## config.mk

```make
export PLATFORM = sky130hd
export DESIGN_NAME = lzx_pretree_length_run_encoder_unit
export DESIGN_NICKNAME = d
export VERILOG_FILES = /design/src/rtl/lpre_pkg.sv /design/src/rtl/lpre_front.sv /design/src/rtl/lpre_queue.sv /design/src/rtl/lpre_back.sv /design/src/rtl/lzx_pretree_length_run_encoder_unit.sv
export SDC_FILE = /design/constraint.sdc
export NUM_CORES = 1
export LEC_CHECK = 0
export ABC_CLOCK_PERIOD_IN_PS = 9600
export BUFFER_PORTS_ARGS = -buffer_cell sky130_fd_sc_hd__buf_2
export CORE_MARGIN = 2
export CORE_UTILIZATION = 40
export CTS_CLUSTER_SIZE = 24
export DETAILED_ROUTE_END_ITERATION = 10
export SYNTH_ARGS = -nofsm -noshare
export SYNTH_HDL_FRONTEND = slang
export SYNTH_SLANG_ARGS = --single-unit
```

## constraint.sdc

```tcl
create_clock -name clk -period 9.6 [get_ports clk]
set_input_delay 1.92 -clock clk [delete_from_list [all_inputs] [get_ports clk]]
set_output_delay 1.92 -clock clk [all_outputs]
set_load 0.005 [all_outputs]
```

## src/rtl/lpre_pkg.sv

```systemverilog
// ----------------------------------------------------------------------------
// lpre_pkg
// Types, constants and helper functions of the pretree length run encoder.
// ----------------------------------------------------------------------------
`default_nettype none

package lpre_pkg;

    localparam int unsigned LPRE_QUEUE_DEPTH = 4;
    localparam int unsigned LPRE_MAX_RESULTS = 5;
    localparam int unsigned LPRE_HIST_DEPTH  = 4;

    // pretree symbol codes
    localparam logic [4:0] LPRE_SYM_ZRUN_SHORT = 5'd17;
    localparam logic [4:0] LPRE_SYM_ZRUN_LONG  = 5'd18;
    localparam logic [4:0] LPRE_SYM_SAME_RUN   = 5'd19;

    // run limits
    localparam logic [5:0] LPRE_RUN_MIN        = 6'd4;
    localparam logic [5:0] LPRE_ZRUN_SHORT_MAX = 6'h13;
    localparam logic [5:0] LPRE_ZRUN_LONG_BASE = 6'd20;
    localparam logic [5:0] LPRE_ZRUN_MAX       = 6'h33;
    localparam logic [5:0] LPRE_SRUN_MAX       = 6'd5;
    localparam logic [5:0] LPRE_FLUSH_RUN_MIN  = 6'd5;

    // extra bit widths
    localparam logic [2:0] LPRE_EW_NONE  = 3'd0;
    localparam logic [2:0] LPRE_EW_SAME  = 3'd1;
    localparam logic [2:0] LPRE_EW_SHORT = 3'd4;
    localparam logic [2:0] LPRE_EW_LONG  = 3'd5;

    typedef struct packed {
        logic [4:0] symbol;
        logic [4:0] extra_value;
        logic [2:0] extra_width;
        logic [4:0] run_delta;
        logic       done;
    } lpre_result_t;

    // one queue transaction: all results caused by one input item
    typedef struct packed {
        logic [2:0]                             count;
        lpre_result_t [LPRE_MAX_RESULTS-1:0]    slot;
    } lpre_cmd_t;

    // (prev - val) mod 17 on the raw 5-bit values
    function automatic logic [4:0] lpre_delta(logic [4:0] prev, logic [4:0] val);
        logic [6:0] s;
        s = {2'b00, prev} + 7'd34 - {2'b00, val};
        if (s >= 7'd51)
            s = s - 7'd51;
        else if (s >= 7'd34)
            s = s - 7'd34;
        else if (s >= 7'd17)
            s = s - 7'd17;
        return s[4:0];
    endfunction

    function automatic lpre_result_t lpre_result(logic [4:0] sym, logic [4:0] ev,
                                                 logic [2:0] ew, logic [4:0] rd);
        lpre_result_t r;
        r.symbol      = sym;
        r.extra_value = ev;
        r.extra_width = ew;
        r.run_delta   = rd;
        r.done        = 1'b0;
        return r;
    endfunction

    function automatic lpre_cmd_t lpre_append(lpre_cmd_t c, lpre_result_t r);
        lpre_cmd_t o;
        o = c;
        if (c.count < 3'(LPRE_MAX_RESULTS))
        begin
            o.slot[c.count] = r;
            o.count         = c.count + 3'd1;
        end
        return o;
    endfunction

    // Results of closing a pending run; h0 is the element just before latest.
    function automatic lpre_cmd_t lpre_flush(logic [5:0] len, logic [4:0] value,
                                             logic [4:0] latest, logic [4:0] h0,
                                             logic [4:0] h1, logic [4:0] h2,
                                             logic [4:0] h3);
        lpre_cmd_t  c;
        logic [5:0] r;
        logic [5:0] r_short;
        logic [5:0] r_long;
        c = '0;
        r = len - 6'd1;
        if (r > LPRE_ZRUN_MAX)
            r = LPRE_ZRUN_MAX;
        r_short = r - LPRE_RUN_MIN;
        r_long  = r - LPRE_ZRUN_LONG_BASE;
        if (len >= LPRE_FLUSH_RUN_MIN)
        begin
            if (value == 5'd0)
            begin
                if (r <= LPRE_ZRUN_SHORT_MAX)
                    c.slot[0] = lpre_result(LPRE_SYM_ZRUN_SHORT, r_short[4:0],
                                            LPRE_EW_SHORT, 5'd0);
                else
                    c.slot[0] = lpre_result(LPRE_SYM_ZRUN_LONG, r_long[4:0],
                                            LPRE_EW_LONG, 5'd0);
            end
            else
            begin
                c.slot[0] = lpre_result(LPRE_SYM_SAME_RUN, 5'd0, LPRE_EW_SAME,
                                        lpre_delta(h3, value));
            end
            c.slot[1] = lpre_result(lpre_delta(latest, value), 5'd0, LPRE_EW_NONE, 5'd0);
            c.count   = 3'd2;
        end
        else
        begin
            // short run: plain deltas, oldest first
            case (len[2:0])
                3'd1:
                begin
                    c.slot[0] = lpre_result(lpre_delta(latest, value), 5'd0, LPRE_EW_NONE, 5'd0);
                end
                3'd2:
                begin
                    c.slot[0] = lpre_result(lpre_delta(h0, value), 5'd0, LPRE_EW_NONE, 5'd0);
                    c.slot[1] = lpre_result(lpre_delta(latest, value), 5'd0, LPRE_EW_NONE, 5'd0);
                end
                3'd3:
                begin
                    c.slot[0] = lpre_result(lpre_delta(h1, value), 5'd0, LPRE_EW_NONE, 5'd0);
                    c.slot[1] = lpre_result(lpre_delta(h0, value), 5'd0, LPRE_EW_NONE, 5'd0);
                    c.slot[2] = lpre_result(lpre_delta(latest, value), 5'd0, LPRE_EW_NONE, 5'd0);
                end
                3'd4:
                begin
                    c.slot[0] = lpre_result(lpre_delta(h2, value), 5'd0, LPRE_EW_NONE, 5'd0);
                    c.slot[1] = lpre_result(lpre_delta(h1, value), 5'd0, LPRE_EW_NONE, 5'd0);
                    c.slot[2] = lpre_result(lpre_delta(h0, value), 5'd0, LPRE_EW_NONE, 5'd0);
                    c.slot[3] = lpre_result(lpre_delta(latest, value), 5'd0, LPRE_EW_NONE, 5'd0);
                end
                default:
                begin
                    c.slot[0] = '0;
                end
            endcase
            c.count = (len[2:0] <= 3'd4) ? len[2:0] : 3'd0;
        end
        return c;
    endfunction

endpackage

`default_nettype wire

```

## src/rtl/lpre_front.sv

```systemverilog
// ----------------------------------------------------------------------------
// lpre_front
// Accepts code lengths, tracks the pending run and builds one queue
// transaction holding every pretree result the item causes.
// ----------------------------------------------------------------------------
`default_nettype none

module lpre_front (
    input  wire logic               clk,
    input  wire logic               rst_n,
    input  wire logic               in_valid,
    output logic                    in_stall,
    input  wire logic [4:0]         new_length,
    input  wire logic [4:0]         prev_length,
    input  wire logic               final_item,
    input  wire logic               queue_full,
    output logic                    push,
    output lpre_pkg::lpre_cmd_t     push_cmd
);
    import lpre_pkg::*;

    logic [4:0] run_value_reg;
    logic [4:0] run_value_next;
    logic [5:0] run_length_reg;
    logic [5:0] run_length_next;
    logic [4:0] latest_prev_reg;
    logic [4:0] hist_reg [LPRE_HIST_DEPTH];

    logic       accept;
    logic       flush_now;
    logic [5:0] len_inc;
    logic [5:0] len_after;
    logic       early_zero;
    logic       early_same;
    logic [2:0] last_idx;
    lpre_cmd_t  cmd_first;
    lpre_cmd_t  cmd_fin;
    lpre_cmd_t  cmd;

    assign in_stall = queue_full;
    assign accept   = in_valid && !queue_full;

    always_comb
    begin
        flush_now = (run_length_reg != 6'd0) && (new_length != run_value_reg);
        cmd_first = flush_now ? lpre_flush(run_length_reg, run_value_reg, latest_prev_reg,
                                           hist_reg[0], hist_reg[1], hist_reg[2],
                                           hist_reg[3])
                              : '0;
        len_inc    = flush_now ? 6'd1 : run_length_reg + 6'd1;
        early_zero = (new_length == 5'd0) && (len_inc > LPRE_ZRUN_MAX);
        early_same = (new_length != 5'd0) && (len_inc > LPRE_SRUN_MAX);
        len_after  = (early_zero || early_same) ? 6'd1 : len_inc;

        cmd = cmd_first;
        if (early_zero)
            cmd = lpre_append(cmd, lpre_result(LPRE_SYM_ZRUN_LONG,
                                               5'(LPRE_ZRUN_MAX - LPRE_ZRUN_LONG_BASE),
                                               LPRE_EW_LONG, 5'd0));
        // oldest history slot is read before it shifts out
        if (early_same)
            cmd = lpre_append(cmd, lpre_result(LPRE_SYM_SAME_RUN,
                                               5'(LPRE_SRUN_MAX - LPRE_RUN_MIN),
                                               LPRE_EW_SAME,
                                               lpre_delta(hist_reg[3], new_length)));

        cmd_fin = lpre_flush(len_after, new_length, prev_length, latest_prev_reg,
                             hist_reg[0], hist_reg[1], hist_reg[2]);
        if (final_item)
        begin
            for (int i = 0; i < LPRE_HIST_DEPTH; i++)
            begin
                if (3'(i) < cmd_fin.count)
                    cmd = lpre_append(cmd, cmd_fin.slot[i]);
            end
        end

        last_idx = cmd.count - 3'd1;
        if (final_item && (cmd.count != 3'd0))
            cmd.slot[last_idx].done = 1'b1;

        run_value_next  = new_length;
        run_length_next = final_item ? 6'd0 : len_after;
    end

    assign push     = accept && (cmd.count != 3'd0);
    assign push_cmd = cmd;

    always_ff @(posedge clk or negedge rst_n)
    begin
        if (!rst_n)
        begin
            run_value_reg  <= '0;
            run_length_reg <= '0;
        end
        else if (accept)
        begin
            run_value_reg  <= run_value_next;
            run_length_reg <= run_length_next;
        end
    end

    // history of previous lengths, payload only
    always_ff @(posedge clk)
    begin
        if (accept)
        begin
            latest_prev_reg <= prev_length;
            hist_reg[0]     <= latest_prev_reg;
            for (int i = 1; i < LPRE_HIST_DEPTH; i++)
                hist_reg[i] <= hist_reg[i-1];
        end
    end

endmodule

`default_nettype wire

```

## src/rtl/lpre_queue.sv

```systemverilog
// ----------------------------------------------------------------------------
// lpre_queue
// Short FIFO of result transactions between the front and back parts.
// ----------------------------------------------------------------------------
`default_nettype none

module lpre_queue #(
    parameter int unsigned DEPTH = lpre_pkg::LPRE_QUEUE_DEPTH
) (
    input  wire logic                   clk,
    input  wire logic                   rst_n,
    input  wire logic                   push,
    input  wire lpre_pkg::lpre_cmd_t    push_cmd,
    output logic                        full,
    input  wire logic                   pop,
    output lpre_pkg::lpre_cmd_t         head,
    output logic                        empty
);
    import lpre_pkg::*;

    localparam int unsigned PTR_W = (DEPTH > 1) ? $clog2(DEPTH) : 1;
    localparam int unsigned CNT_W = $clog2(DEPTH + 1);

    lpre_cmd_t          entry_reg [DEPTH];
    logic [PTR_W-1:0]   wr_ptr_reg;
    logic [PTR_W-1:0]   wr_ptr_next;
    logic [PTR_W-1:0]   rd_ptr_reg;
    logic [PTR_W-1:0]   rd_ptr_next;
    logic [CNT_W-1:0]   fill_reg;
    logic [CNT_W-1:0]   fill_next;
    logic               do_push;
    logic               do_pop;

    assign full    = (fill_reg == CNT_W'(DEPTH));
    assign empty   = (fill_reg == '0);
    assign do_push = push && !full;
    assign do_pop  = pop && !empty;
    assign head    = entry_reg[rd_ptr_reg];

    always_comb
    begin
        wr_ptr_next = wr_ptr_reg;
        rd_ptr_next = rd_ptr_reg;
        fill_next   = fill_reg;
        if (do_push)
            wr_ptr_next = (wr_ptr_reg == PTR_W'(DEPTH - 1)) ? '0 : wr_ptr_reg + PTR_W'(1);
        if (do_pop)
            rd_ptr_next = (rd_ptr_reg == PTR_W'(DEPTH - 1)) ? '0 : rd_ptr_reg + PTR_W'(1);
        if (do_push && !do_pop)
            fill_next = fill_reg + CNT_W'(1);
        else if (do_pop && !do_push)
            fill_next = fill_reg - CNT_W'(1);
    end

    always_ff @(posedge clk or negedge rst_n)
    begin
        if (!rst_n)
        begin
            wr_ptr_reg <= '0;
            rd_ptr_reg <= '0;
            fill_reg   <= '0;
        end
        else
        begin
            wr_ptr_reg <= wr_ptr_next;
            rd_ptr_reg <= rd_ptr_next;
            fill_reg   <= fill_next;
        end
    end

    always_ff @(posedge clk)
    begin
        if (do_push)
            entry_reg[wr_ptr_reg] <= push_cmd;
    end

endmodule

`default_nettype wire

```

## src/rtl/lpre_back.sv

```systemverilog
// ----------------------------------------------------------------------------
// lpre_back
// Walks the slots of the head transaction and issues one result per cycle
// while out_stall is low, through a registered output stage.
// ----------------------------------------------------------------------------
`default_nettype none

module lpre_back (
    input  wire logic                   clk,
    input  wire logic                   rst_n,
    input  wire lpre_pkg::lpre_cmd_t    head,
    input  wire logic                   empty,
    output logic                        pop,
    output logic                        out_valid,
    input  wire logic                   out_stall,
    output logic [4:0]                  pretree_symbol,
    output logic [4:0]                  extra_value,
    output logic [2:0]                  extra_width,
    output logic [4:0]                  run_delta_symbol,
    output logic                        table_done
);
    import lpre_pkg::*;

    logic [2:0]     slot_idx_reg;
    logic [2:0]     slot_idx_next;
    logic           out_valid_reg;
    logic           out_valid_next;
    lpre_result_t   result_reg;
    logic           load;
    logic           last_slot;

    assign load      = !empty && (!out_valid_reg || !out_stall);
    assign last_slot = (slot_idx_reg == head.count - 3'd1);
    assign pop       = load && last_slot;

    always_comb
    begin
        slot_idx_next  = slot_idx_reg;
        out_valid_next = out_valid_reg;
        if (load)
        begin
            out_valid_next = 1'b1;
            slot_idx_next  = last_slot ? 3'd0 : slot_idx_reg + 3'd1;
        end
        else if (!out_stall)
        begin
            out_valid_next = 1'b0;
        end
    end

    always_ff @(posedge clk or negedge rst_n)
    begin
        if (!rst_n)
        begin
            slot_idx_reg  <= '0;
            out_valid_reg <= 1'b0;
        end
        else
        begin
            slot_idx_reg  <= slot_idx_next;
            out_valid_reg <= out_valid_next;
        end
    end

    always_ff @(posedge clk)
    begin
        if (load)
            result_reg <= head.slot[slot_idx_reg];
    end

    assign out_valid        = out_valid_reg;
    assign pretree_symbol   = result_reg.symbol;
    assign extra_value      = result_reg.extra_value;
    assign extra_width      = result_reg.extra_width;
    assign run_delta_symbol = result_reg.run_delta;
    assign table_done       = result_reg.done;

endmodule

`default_nettype wire

```

## src/rtl/lzx_pretree_length_run_encoder_unit.sv

```systemverilog
// ----------------------------------------------------------------------------
// lzx_pretree_length_run_encoder_unit
// Turns a stream of code lengths into LZX pretree symbols with run coding.
// ----------------------------------------------------------------------------
// Channel   Direction  Handshake              Payload
// in        sink       in_valid / in_stall    new_length, prev_length, final_item
// out       source     out_valid / out_stall  pretree_symbol, extra_value,
//                                             extra_width, run_delta_symbol,
//                                             table_done
//
// One code length is taken every cycle while the result queue has room.
// An item's results pass through a queue entry and the output register; the back
// part issues one result per cycle while out_stall is low, up to five per item.
// QUEUE_DEPTH transactions of results sit between the two parts; in_stall
// rises only when that queue is full.
// Reset clears the pending run and the queue; no clearing pass is needed.
// ----------------------------------------------------------------------------
`default_nettype none

module lzx_pretree_length_run_encoder_unit #(
    parameter int unsigned QUEUE_DEPTH = lpre_pkg::LPRE_QUEUE_DEPTH
) (
    input  wire logic       clk,
    input  wire logic       rst_n,
    input  wire logic       in_valid,
    output logic            in_stall,
    input  wire logic [4:0] new_length,
    input  wire logic [4:0] prev_length,
    input  wire logic       final_item,
    output logic            out_valid,
    input  wire logic       out_stall,
    output logic [4:0]      pretree_symbol,
    output logic [4:0]      extra_value,
    output logic [2:0]      extra_width,
    output logic [4:0]      run_delta_symbol,
    output logic            table_done
);
    import lpre_pkg::*;

    logic       push;
    lpre_cmd_t  push_cmd;
    logic       queue_full;
    logic       pop;
    lpre_cmd_t  head;
    logic       empty;

    lpre_front u_front (
        .clk         (clk),
        .rst_n       (rst_n),
        .in_valid    (in_valid),
        .in_stall    (in_stall),
        .new_length  (new_length),
        .prev_length (prev_length),
        .final_item  (final_item),
        .queue_full  (queue_full),
        .push        (push),
        .push_cmd    (push_cmd)
    );

    lpre_queue #(
        .DEPTH (QUEUE_DEPTH)
    ) u_queue (
        .clk      (clk),
        .rst_n    (rst_n),
        .push     (push),
        .push_cmd (push_cmd),
        .full     (queue_full),
        .pop      (pop),
        .head     (head),
        .empty    (empty)
    );

    lpre_back u_back (
        .clk              (clk),
        .rst_n            (rst_n),
        .head             (head),
        .empty            (empty),
        .pop              (pop),
        .out_valid        (out_valid),
        .out_stall        (out_stall),
        .pretree_symbol   (pretree_symbol),
        .extra_value      (extra_value),
        .extra_width      (extra_width),
        .run_delta_symbol (run_delta_symbol),
        .table_done       (table_done)
    );

endmodule

`default_nettype wire

```

==> metrics.md <==
| Metric | Value |
|---|---|
| CTS resizes | `0` |
| Final min period | `between 8 and 9 ns` |
| Critical path type | `in2reg` |
| Tcrit/Tclk final | `90.6%` |
| Dpl ws | `0.400 ns` |
| Max incr delay on CP | `0.50 ns` |
| RSZ-0062 raised after global routing | `false` |
| Chip width | `266 um` |
| Remaining DRCs | `0` |
| Global route overflow | `0` |
| Crit-path most repeated cell | `ha_1` |
| Final Slew Violations | `0` |
| Nets | `2,756` |
| Initial Util | `40.2%` |
| Syn. warnings | `0` |
| Largest delay contributor family on the critical path | `adder cells` |
| Status | `completed` |
| Fmax | `115 MHz` |
| Final ANT Viol Nets | `0` |
| Main flop type after synthesis | `edfxtp_1` |
| Synth Register Bits | `437` |
| Final wirelength | `75.3 mm` |
| Initial DRT Pass Iterations | `5` |
| Die Height | `roughly 270 um` |
| Post-synthesis cell type count | `120` |
| R2R Path Start | `u_front.run_length_reg[2]` |
| Worst slew pin tran | `1.09 ns` |
| Port bufs | `34` |
| Reg2reg end | `u_queue.fill_reg[2]` |
| CTS Buf Count | `49` |
| Setup crit end kind | `register` |
| CP startpoint kind | `input port` |
| Hold slack | `0.456 ns` |
| Via count | `20.1k` |
| Root buf cell | `clkbuf_16` |
| Post-DP HPWL | `54.9 mm` |
| Drt initial violations | `between 1k and 1.5k` |
| Synth async-reset ratio | `under 10%` |
| Slew headroom | `26.3%` |
| R2R setup slack | `1.19 ns` |
| Layout fillers | `about 6.2k` |
| RePlAce Congestion | `0.955` |
| Worst Skew | `0.0266 ns` |
| Crit path required time | `10.13 ns` |
| Sequential share of the synthesized area | `47.3%` |
| H-tree Lvls | `2` |
| Initial antenna violation count | `1` |
| Max FO, Critical Path | `10` |
| Power density over the cells | `about 380 nW/um^2` |
| First-pass GRT wire length | `approximately 120 mm` |
| Worst vdd ir | `0.345 mV` |
| Critical Path Stages | `36` |
| Vias in the first global route | `around 20k` |
| Clk buf depth | `3` |
| Clock Latency Late Sink | `0.61 ns` |
| Clock Sinks | `~440` |
| Share of post-route cells with drive strength above 1 | `12.5%` |
| Max-cap violations | `0` |
| Post-synth EDFFs | `~420` |
| CTS tree | `done` |
| Final cell count without fillers | `3,480` |
| CP endpoint | `u_queue.fill_reg[2]` |
| Postcts setup bufs | `0` |
| Num ports | `36` |
| Final-report hold violation count | `0` |
| Critical path data arrival time | `about 9.2 ns` |
| Via/cell ratio | `5.78` |
| Core area | `~68,000 sq um` |
| Mapped Cells | `2,331` |
| # hold bufs at CTS | `0` |
| Buf/Inv on CP | `7` |
| Post-Syn Area per Cell | `11.8 sq um` |
| Critical Path Start | `new_length[0]` |
| Cells after DPL | `3,390` |
| Floorplan row count | `96` |
| WL/cell | `roughly 22 um` |
| Clock slew at reported path FFs | `0.07 ns` |
| Worst setup margin | `about 0.9 ns` |
| Die Area | `between 70,000 and 80,000 sq um` |
| Largest net degree at the start of global routing | `58` |
| Final Setup Violations | `0` |
| Setup TNS | `0 ns` |
| Slowest CP cell | `or3_1` |
| Leak | `about 12 nW` |
| GRT Overall Usage | `a little over a fifth` |
| Layout area overhead | `13.3%` |
| Antenna diode count | `0` |
| Cell area after technology mapping | `27,500 sq um` |
| Hold Path Class | `reg2reg` |
| Register-to-Register Path Depth | `34` |
| Max reg flops | `372` |
kinds of logic after synthesis:
group           share of synthesized area, %
other cells                           0.0136
buf+inv                                 3.08
xor+xnor                                3.79
flops                                   47.3
compound gates                          15.7
mux                                     10.2
simple gates                            11.3
fa+ha+maj                               8.61
cells in the mapped netlist (42+ instances only):
cell	count	area share, %
clkbuf_1	50	0.68
mux4_2	93	7.6
xor2_1	43	1.4
nand3_1	50	0.91
edfxtp_1	415	45
nor2_1	159	2.2
inv_1	118	1.6
o21ai_0	98	1.8
mux2i_1	61	2.2
nand2_1	148	2.0
a21oi_1	127	2.3
o22ai_1	42	0.96
ha_1	170	7.7
xnor2_1	74	2.4
nor3_1	44	0.80
final cells by class:
cell class,count,area (sq um),share of cell area [%]
Clock buffer,57,1280,4.10
Sequential cell,437,13000,41.8
Inverter,124,465,1.49
Multi-Input combinational cell,1879,14400,46.1
Timing Repair Buffer,68,526,1.69
Tap cell,882,1100,3.54
Clock inverter,33,398,1.28
power breakdown:
part | internal [mW] | switching, mW | leakage, nW
logic | 2.64 | 4.35 | 6.68
clock network | 1.13 | 0.782 | 0.805
registers | 2.72 | 0.267 | 4.13
cell usage in the layout (no fill, tap or decap), types with 19 or more instances in the layout:
master	count
a211oi_1	26
a21oi_1	126
and2_1	25
and3_1	23
buf_2	34
buf_4	26
clkbuf_16	49
conb_1	193
dfrtp_1	19
edfxtp_1	415
ha_1	170
inv_1	118
mux2i_1	61
mux4_2	93
nand2_1	148
nand2b_1	31
nand3_1	50
nor2_1	159
nor2b_1	26
nor3_1	44
o211ai_1	26
o21ai_0	98
o22ai_1	42
o31ai_1	19
or3_1	20
xnor2_1	74
xor2_1	43
worst min path at each step:
| stage | startpoint | end | slack [ns] | cells past startpoint |
|---|---|---|---|---|
| floorplan | u_front.latest_prev_reg[0] | u_front.hist_reg[0][0] | 0.43 | 0 |
| global placement | u_front.latest_prev_reg[0] | u_front.hist_reg[0][0] | 0.44 | 0 |
| detailed placement | u_front.latest_prev_reg[0] | u_front.hist_reg[0][0] | 0.44 | 0 |
| CTS | u_front.latest_prev_reg[0] | u_front.hist_reg[0][0] | 0.45 | 0 |
| global route | u_front.latest_prev_reg[0] | u_front.hist_reg[0][0] | 0.46 | 0 |
| finish | u_front.latest_prev_reg[0] | u_front.hist_reg[0][0] | 0.46 | 0 |
routing by layer:
| layer | up-vias | global-route usage [%] | routed length [um] |
|---|---|---|---|
| met1 | 10000 | 26.7 | 31300 |
| met3 | 145 | 2.62 | 3510 |
| met4 | 0 | 7.74 | 2810 |
| met2 | 603 | 37.2 | 37700 |
| li1 | 9343 | - | - |
| met5 | - | 0 | 0 |
stage by stage:
stage / utilization, % / area, sq um / total power [mW]
2_1_floorplan: - / 28200 / 7.90
3_3_place_gp: 43.1 / 29500 / 9.83
3_5_place_dp: 43.1 / 29500 / 9.94
4_1_cts: 45.6 / 31200 / 11.9
5_1_grt: 45.6 / 31200 / 12.7
6_report: 45.6 / 31200 / 11.9
No activity file was read; power rests on OpenSTA's default activity.
